`config.mk`:
```
export PLATFORM = sky130hd
export DESIGN_NAME = plob_cell
export DESIGN_NICKNAME = d
export VERILOG_FILES = /design/src/sv/price_level_order_book_core_assert.svh /design/src/sv/plob_pkg.sv /design/src/sv/plob_cell.sv
export SDC_FILE = /design/constraint.sdc
export NUM_CORES = 1
export LEC_CHECK = 0
export ABC_AREA = 1
export CORE_AREA = 2 2 177 179
export CTS_BUF_LIST = sky130_fd_sc_hd__clkbuf_16
export CTS_CLUSTER_DIAMETER = 30
export DETAILED_ROUTE_END_ITERATION = 10
export DIE_AREA = 0 0 179 181
export DONT_BUFFER_PORTS = 1
export GPL_TIMING_DRIVEN = 0
export PLACE_DENSITY_LB_ADDON = 0.05
export SETUP_SLACK_MARGIN = 0.3
export SLEW_MARGIN = 5
export SYNTH_ARGS = -nofsm -noshare
export SYNTH_HDL_FRONTEND = slang
export SYNTH_SLANG_ARGS = --single-unit
```
`constraint.sdc`:
```
create_clock -name clk_i -period 8.6 [get_ports clk_i]
set_input_delay 0.86 -clock clk_i [delete_from_list [all_inputs] [get_ports clk_i]]
set_output_delay 0.86 -clock clk_i [all_outputs]
set_load 0.005 [all_outputs]
```
`src/sv/price_level_order_book_core_assert.svh`:
```
// assertion macros for the price level order book
`ifndef PRICE_LEVEL_ORDER_BOOK_CORE_ASSERT_SVH
`define PRICE_LEVEL_ORDER_BOOK_CORE_ASSERT_SVH
// property a implies property b in the next cycle
`define PLOB_ASSERT_NEXT(label, clk, rst_n, a, b) \
  label: assert property (@(posedge clk) disable iff (!rst_n) (a) |=> (b)) \
    else $error("assertion failed");
// property a implies property b in the same cycle
`define PLOB_ASSERT_NOW(label, clk, rst_n, a, b) \
  label: assert property (@(posedge clk) disable iff (!rst_n) (a) |-> (b)) \
    else $error("assertion failed");
`endif

```
`src/sv/plob_pkg.sv`:
```
// shared types and constants of the price level order book
package plob_pkg;
  localparam int unsigned BookLevels = 256;
  localparam int unsigned MaxShown = 64;
  localparam int unsigned PriceW = 64;
  localparam int unsigned VolW = 48;
  localparam logic [6:0] DepthReset = 7'd20;

  typedef enum logic [1:0] {
    MODE_UPDATE = 2'd0,
    MODE_UPD_SNAP = 2'd1,
    MODE_SNAP = 2'd2,
    MODE_NONE = 2'd3
  } mode_e;

  localparam logic [2:0] SideUnknown = 3'd0;
  localparam logic [2:0] SideAsk = 3'd1;
  localparam logic [2:0] SideBestAsk = 3'd2;
  localparam logic [2:0] SideBid = 3'd3;
  localparam logic [2:0] SideBestBid = 3'd4;

  // command broadcast to every cell
  typedef struct packed {
    logic                     write;
    logic                     del;
    logic                     shift;
    logic signed [PriceW-1:0] price;
    logic        [VolW-1:0]   vol;
  } cell_cmd_t;

  // what a cell reports about itself
  typedef struct packed {
    logic valid;
    logic gt;
    logic eq;
  } cell_stat_t;
endpackage

```
`src/sv/plob_cell.sv`:
```
// one level cell: holds a price and volume, compares and shifts with its neighbors
module plob_cell (
  input  logic                               clk_i,
  input  logic                               rst_ni,
  input  plob_pkg::cell_cmd_t                cmd_i,
  input  logic                               ins_here_i,
  input  logic                               ins_above_i,
  input  logic                               del_above_i,
  input  logic                               left_valid_i,
  input  logic signed [plob_pkg::PriceW-1:0] left_price_i,
  input  logic        [plob_pkg::VolW-1:0]   left_vol_i,
  input  logic                               right_valid_i,
  input  logic signed [plob_pkg::PriceW-1:0] right_price_i,
  input  logic        [plob_pkg::VolW-1:0]   right_vol_i,
  output plob_pkg::cell_stat_t               stat_o,
  output logic signed [plob_pkg::PriceW-1:0] price_o,
  output logic        [plob_pkg::VolW-1:0]   vol_o
);
  import plob_pkg::*;
  logic valid_q, valid_d;
  logic signed [PriceW-1:0] price_q, price_d;
  logic [VolW-1:0] vol_q, vol_d;

  assign stat_o.valid = valid_q;
  assign stat_o.gt = valid_q && (price_q > cmd_i.price);
  assign stat_o.eq = valid_q && (price_q == cmd_i.price);
  assign price_o = price_q;
  assign vol_o = vol_q;

  always_comb begin
    valid_d = valid_q;
    price_d = price_q;
    vol_d = vol_q;
    if (cmd_i.write && stat_o.eq) begin
      vol_d = cmd_i.vol;
    end else if (cmd_i.shift && ins_above_i) begin
      valid_d = left_valid_i;
      price_d = left_price_i;
      vol_d = left_vol_i;
    end else if (cmd_i.shift && ins_here_i) begin
      valid_d = 1'b1;
      price_d = cmd_i.price;
      vol_d = cmd_i.vol;
    end else if (cmd_i.del && del_above_i) begin
      valid_d = right_valid_i;
      price_d = right_price_i;
      vol_d = right_vol_i;
    end
  end

  always_ff @(posedge clk_i or negedge rst_ni) begin
    if (!rst_ni) begin
      valid_q <= 1'b0;
    end else begin
      valid_q <= valid_d;
    end
  end

  always_ff @(posedge clk_i) begin
    price_q <= price_d;
    vol_q <= vol_d;
  end
endmodule

```
Yosys cells after proc, flatten, opt, wreduce, memory -nomap -nowiden
Cells that the tools add are included.
- $lt $le $gt $ge: 1
- equal/unequal tests: 1
- multiplexer cells: 10
- bitwise gates (word level): 1
- reductions and logical operators: 9
- operators with widths (cell ; count):
    $mux W48 ; 4
    $mux W64 ; 3
    $eq A64 B64 Y1 ; 1
    $gt A64 B64 Y1 ; 1
    $logic_and A1 B1 Y1 ; 6
    $reduce_bool A4 Y1 ; 1
    $mux W1 ; 3
    $reduce_bool A3 Y1 ; 1
    $reduce_and A2 Y1 ; 1
    $not A1 Y1 ; 1
- register bits: 113
- input port bits: 346
- output and inout port bits: 115
- logic and storage cells: 25

Longest topological paths before layout
Gate-level depths: netlist of run 1.
- depth in word-level cells: 5
- mapped depth: 17
- gate-level depth less buffers: 17

Least setup slack after synthesis of run 1
OpenSTA, ideal clock, no wires.
- path type: input port to flip-flop
- from: in cmd_i[111] (netlist bit)
- to: reg vol_q[0], in the netlist vol_o[0], enable pin
- library setup time: 0.407 ns
- arrival: 3.289 ns
- path slack: 4.904 ns
- cell stages on the path: 10
- cells stage by stage: inv_1 -> ha_1 -> nand4_1 -> nor3_2 -> nand2_1 -> nor2_4 -> nand3_4 -> buf_6 -> buf_6 -> nand2_1
- longest elaborated chain between the ends: 4
- ends and longest elaborated chain (element ; line ; text):
    start, declared ; plob_cell.sv:5 ; input plob_pkg::cell_cmd_t cmd_i,
    $eq A64 B64 Y1 ; plob_cell.sv:26 ; assign stat_o.eq = valid_q && (price_q == cmd_i.price);
    $logic_and A1 B1 Y1 ; plob_cell.sv:26 ;
    $logic_and A1 B1 Y1 ; plob_cell.sv:34 ; if (cmd_i.write && stat_o.eq) begin
    $reduce_bool A4 Y1 (no source line) ; - ;
    end signal, assigned ; plob_cell.sv:61 ; vol_q <= vol_d;
    end, declared ; plob_cell.sv:22 ; logic [VolW-1:0] vol_q, vol_d;
Every way passes these cells.
A chain may end at the register's enable or synchronous reset.

==> results of run 1 <==
power groups by stage:
stage	combinational, mW	sequential, mW	clock, mW
final	0.290	0.788	0.660
after global routing	0.340	0.799	0.704
after CTS	0.298	0.794	0.684
after detailed placement	0.296	0.805	0
after global placement	0.291	0.811	0
after floorplan	0.213	0.760	0
cell usage in the layout (no fill, tap or decap), types with 5 or more instances in the layout:
cell type and n:
edfxtp_1 112, inv_1 131, a21oi_2 19, a31oi_1 64
o22ai_1 49, ha_1 64, a21oi_1 61, o21ai_0 8
clkinvlp_4 5, nand2_1 247, buf_2 6, clkbuf_1 39
nand4_1 5, clkbuf_16 17, nor2_1 132
stage by stage:
stage / power [mW] / instances / hold WS, ns / worst slack [ns] / cell area (µm²)
CTS: 1.78 / 1390 / 0.104 / 5.29 / 8770
detailed placement: 1.10 / 1359 / 0.565 / 4.89 / 8240
global placement: 1.10 / 1357 / 0.565 / 3.73 / 8190
floorplan: 0.973 / 961 / 0.543 / 4.90 / 7690
finish: 1.74 / 1394 / 0.130 / 5.34 / 8780
global route: 1.84 / 1394 / 0.109 / 5.10 / 8780
per-layer routing:
metal	track usage, %	up-vias	share of wire (%)
met5	0	-	0
met4	6.57	0	2.5
met3	6.33	28	8.8
met2	33.0	292	51
met1	19.8	3022	37
li1	-	3284	-
final timing paths:
check / start / to / slack (ns) / cells past startpoint
worst max-delay path: price_o[63] / stat_o[1] / 5.34 / 9
worst max register to register: price_o[63] / vol_o[14] / 5.41 / 10
min in group clk_i: cmd_i[32] / vol_o[32] / 0.63 / 2
worst min register to register: valid_q / valid_q / 0.74 / 2
max in group asynchronous: rst_ni / valid_q / 8.40 / 0
worst min-delay path: rst_ni / valid_q / 0.13 / 0
area by class of cell:
cell class	count	area [µm²]	area share, %
clock inverters	14	103	1.17
repair buffers	2	47.5	0.541
well taps	396	495	5.64
clock buffers	17	425	4.84
multi-input cells	664	3580	40.8
inverters	131	494	5.63
diodes	4	10.0	0.114
plain buffers	53	233	2.65
flip-flops and latches	113	3390	38.6
state kept, by name, indices dropped and copies added (netlist names):
signal and flops:
price_o 64, vol_o 48, valid_q 1
kinds of logic (layout without fill, tap and decap cells):
group                    after synthesis  count (layout)  synth area share (%)
other                                  0               4                     0
AND/OR/NAND/NOR                      395             395                  19.9
AO/OA/AOI/OAI                        205             205                  16.2
flip-flops                           113             113                  44.0
adder cells (fa/ha/maj)               64              64                  10.4
buffers and inverters                184             217                  9.41
==> results.json, run 1 <==
{
  "slowest_delay_ns": 0.48,
  "io_pins": 461,
  "synth-main-ff-cell": "edfxtp_1",
  "slew_headroom_pct": 27.8,
  "drt-initial-drc-count": 308,
  "switchingPower_mw": 0.532,
  "synth.top_cell.area_share_pct": 43.7,
  "p_per_area_mw_per_mm2": 198,
  "grt_setup_unrepaired": "false",
  "fin_crit_ns": 3.26,
  "crit_chain": "ha_1, nand4_1, nor3_2, nand2_1, inv_1, nand2_1, nand3_1, nand2_1, nor2_1",
  "synth_top_cell_by_area": "edfxtp_1",
  "yosysUniqueCellTypes": 26,
  "cts_setup_buffers": 0,
  "fillers": 3361,
  "ir_drop_v": 0.000112,
  "arrival_ns": 2.40,
  "cp_common_cell": "nand2_1",
  "slowest_stage": "edfxtp_1",
  "routedWlPerCell_um": 21.8,
  "grt_max_degree": 42,
  "overflow": 0,
  "critical_path_class": "reg -> out",
  "routed-via-count": 6626,
  "root_buffer": "clkbuf_16",
  "syn_area_mm2": 0.00769,
  "cts_max_level": 4,
  "drv_slew": 0,
  "place_hpwl_um": 24600,
  "yosysMostFrequentCell": "nand2_1",
  "ys_ff_latch": 113,
  "post_cts_resized": 0,
  "setup_viol": 0,
  "timing.critical_path.buf_inv": 1,
  "antenna_left": 0,
  "crit_fanout": 5,
  "drive_above_1_share_pct": 6.54,
  "p_int_mw": 1.21,
  "antenna_found_initial": 4,
  "grt_pass1_vias": 6679,
  "first_pass_iters": 5,
  "syn2layout_area_growth_pct": 14.1,
  "clock_latency_ns": 0.43,
  "skew_ns": 0.0125,
  "synthCells": 961,
  "cp-end-kind": "output pin",
  "initial_utilization_pct": 25.4,
  "hold_buffers": 0,
  "die_h_um": 181,
  "rows": 64,
  "synth_common_cells": "nand2_1 (248), nor2_1 (132), inv_1 (130)",
  "dieArea_mm2": 0.0324,
  "fin_crit_sh_pct": 37.9,
  "io_buffers": 0,
  "p_clk_share_pct": 38.0,
  "syn-num-nets": 1371,
  "ys_warn_count": 0,
  "final_util_pct": 28.9,
  "p_comb_share_pct": 16.7,
  "grt_pass1_wl_um": 42900,
  "min_path_type": "in -> async",
  "cts_buffers": 17,
  "path_clk_slew_ns": 0.06,
  "p_leak_nw": 3.90,
  "yosysSeqAreaShare_pct": 44.0,
  "grtUsageTotal_pct": 18.4,
  "crit_family": "simple AND/OR/NAND/NOR gates",
  "outcome": "completed",
  "power_frac_seq_pct": 45.3,
  "coreArea_mm2": 0.0303,
  "critPathLaunchType": "flop",
  "worst_ep_required_time_ns": 7.74,
  "synth-edff-count": 112,
  "fin_nets": 1392,
  "hold_viol": 0,
  "via_per_inst": 4.75,
  "clock_sinks": 113,
  "drv_cap": 0,
  "worst_slew_pin_slew_ns": 1.08,
  "fmax_mhz": 307,
  "synthArstFlopShare_pct": 0.885,
  "die_x_um": 179,
  "drc_errors": 0,
  "syn_avg_cell_area_um2": 8.01,
  "place_congestion": 0.801,
  "wl_um": 30400,
  "synthTopCellsByArea": "edfxtp_1 (44%), nand2_1 (12%), ha_1 (10%)",
  "switching_share_pct": 30.6,
  "cts_tree": "built",
  "tns_ns": 0,
  "cts_buffer_depth": 2
}
No activity file was read; power rests on OpenSTA's default activity.
==> run 2: changes to the inputs <==
clock period = 2.9 ns   (was 8.6 ns; I/O delays follow)
==> results.json, run 2 (synthesis results as in run 1) <==
{
  "outcome": "completed",
  "tns_ns": 0,
  "final_cell_mix": "nand2_1 (243), inv_1 (131), nor2_1 (125), edfxtp_1 (112), a31oi_1 (64)",
  "coreArea_mm2": 0.0303,
  "wl_um": 31200,
  "fin_crit_sh_pct": 92.7,
  "drc_errors": 0,
  "worst_ep_required_time_ns": 3.08,
  "p_per_area_mw_per_mm2": 596,
  "cts_max_level": 4,
  "initial_utilization_pct": 25.4,
  "via_per_inst": 4.77,
  "overflow": 0,
  "io_buffers": 0,
  "crit_fanout": 7,
  "min_from": "cmd_i[26]",
  "r2r_cells": 13,
  "cts_buffer_depth": 2,
  "root_buffer": "clkbuf_16",
  "p_comb_share_pct": 17.2,
  "rrSetupSlack_ns": 0.21,
  "switching_share_pct": 28.6,
  "drive_above_1_share_pct": 11.1,
  "power_frac_seq_pct": 41.8,
  "final_common_cell": "nand2_1",
  "switchingPower_mw": 1.60,
  "clock_latency_ns": 0.42,
  "die_h_um": 181,
  "fillers": 3295,
  "worst_slew_pin_slew_ns": 1.11,
  "routedWlPerCell_um": 22.0,
  "grt_setup_unrepaired": "true",
  "min_path_cells": 2,
  "holdPathEnd": "vol_o[26]",
  "cp-end-kind": "flop",
  "ir_drop_v": 0.000322,
  "dpl.cell_count": 1359,
  "cts_tree": "built",
  "path_clk_slew_ns": 0.06,
  "dieArea_mm2": 0.0324,
  "grt_pass1_wl_um": 43300,
  "timing.rr.start": "price_o[27]",
  "drv_cap": 0,
  "cts_buffers": 17,
  "skew_ns": 0.0146,
  "fin_nets": 1412,
  "antenna_found_initial": 5,
  "clock_sinks": 113,
  "setup_viol": 0,
  "final_util_pct": 31.0,
  "grtUsageTotal_pct": 18.4,
  "arrival_ns": 2.87,
  "p_leak_nw": 4.15,
  "critical_path_class": "reg -> reg",
  "drt-initial-drc-count": 287,
  "holdWs_ns": 0.0607,
  "fmax_mhz": 372,
  "io_pins": 461,
  "layoutNonFillerInstCount": 1416,
  "rows": 64,
  "p_int_mw": 4.00,
  "drv_slew": 0,
  "min_path_type": "in -> reg",
  "grt_max_degree": 25,
  "p_clk_share_pct": 41.1,
  "routed-via-count": 6748,
  "hold_viol": 0,
  "largest_reg_flops": 64,
  "r2r-end": "price_o[44]",
  "place_hpwl_um": 24700,
  "syn2layout_area_growth_pct": 22.2,
  "critPathLaunchType": "flop",
  "slew_headroom_pct": 26.1,
  "antenna_left": 0,
  "place_congestion": 0.816,
  "first_pass_iters": 5,
  "grt_pass1_vias": 6902,
  "die_x_um": 179,
  "fin_crit_ns": 2.69
}
## run 2: how the worst max path moves through the flow
stage | startpoint | end | slack (ns) | cells after the start
floorplan | price_o[55] | price_o[0] | -0.09 | 11
global placement | price_o[55] | price_o[39] | -1.35 | 11
detailed placement | price_o[55] | vol_o[25] | -0.72 | 11
CTS | price_o[21] | price_o[41] | 0.13 | 13
global route | price_o[23] | price_o[56] | 0.02 | 13
finish | price_o[27] | price_o[44] | 0.21 | 13
## run 2: metal layers
metal / track usage (%) / vias up / share of wire (%)
met5: 0 / - / 0
met4: 6.89 / 0 / 1.6
met3: 4.80 / 26 / 7.2
met2: 34.0 / 298 / 54
met1: 19.9 / 3092 / 37
li1: - / 3332 / -
## run 2: critical path: stages, from the launching register on
cell	delay, ns
edfxtp_1	0.50
ha_4	0.31
nand2_1	0.06
nor2_1	0.15
nand2_2	0.10
nor2_4	0.12
nand4_1	0.20
nor2_4	0.21
nand3_4	0.09
buf_8	0.15
nand2_8	0.05
clkinvlp_4	0.15
buf_12	0.19
clkbuf_16	0.16
## run 2: timing repair
action | CTS | global route
resized for setup | 24 | 31
hold endpoints to repair | 1 | 0
setup endpoints to repair | 156 | 162
pin swaps | 10 | 10
cloned | 2 | 5
hold buffers | 1 | 0
buffers inserted | 10 | 2
## run 2: stage by stage
step / power (mW) / instance area, µm² / setup slack, ns
after floorplan: 2.89 / 7720 / -0.0887
after global placement: 3.26 / 8220 / -1.35
after detailed placement: 3.26 / 8260 / -0.719
after CTS: 5.65 / 9120 / 0.126
after global routing: 5.90 / 9400 / 0.0153
final: 5.60 / 9400 / 0.211
## run 2: power by group through the flow
stage               clock network (mW)  logic, mW  registers, mW
finish                            2.30      0.962           2.34
global route                      2.43       1.11           2.36
CTS                               2.37      0.923           2.35
detailed placement                   0      0.874           2.39
global placement                     0      0.864           2.40
floorplan                            0      0.638           2.25
## run 2: final cells by class
type | count | area, µm² | area share [%]
Antenna cell | 5 | 12.5 | 0.133
Clock buffer | 17 | 425 | 4.52
Timing Repair Buffer | 21 | 323 | 3.43
Inverter | 131 | 495 | 5.27
Multi-Input combinational cell | 665 | 3790 | 40.3
Tap cell | 396 | 495 | 5.27
Sequential cell | 113 | 3390 | 36.0
Buffer | 53 | 279 | 2.97
Clock inverter | 15 | 199 | 2.12
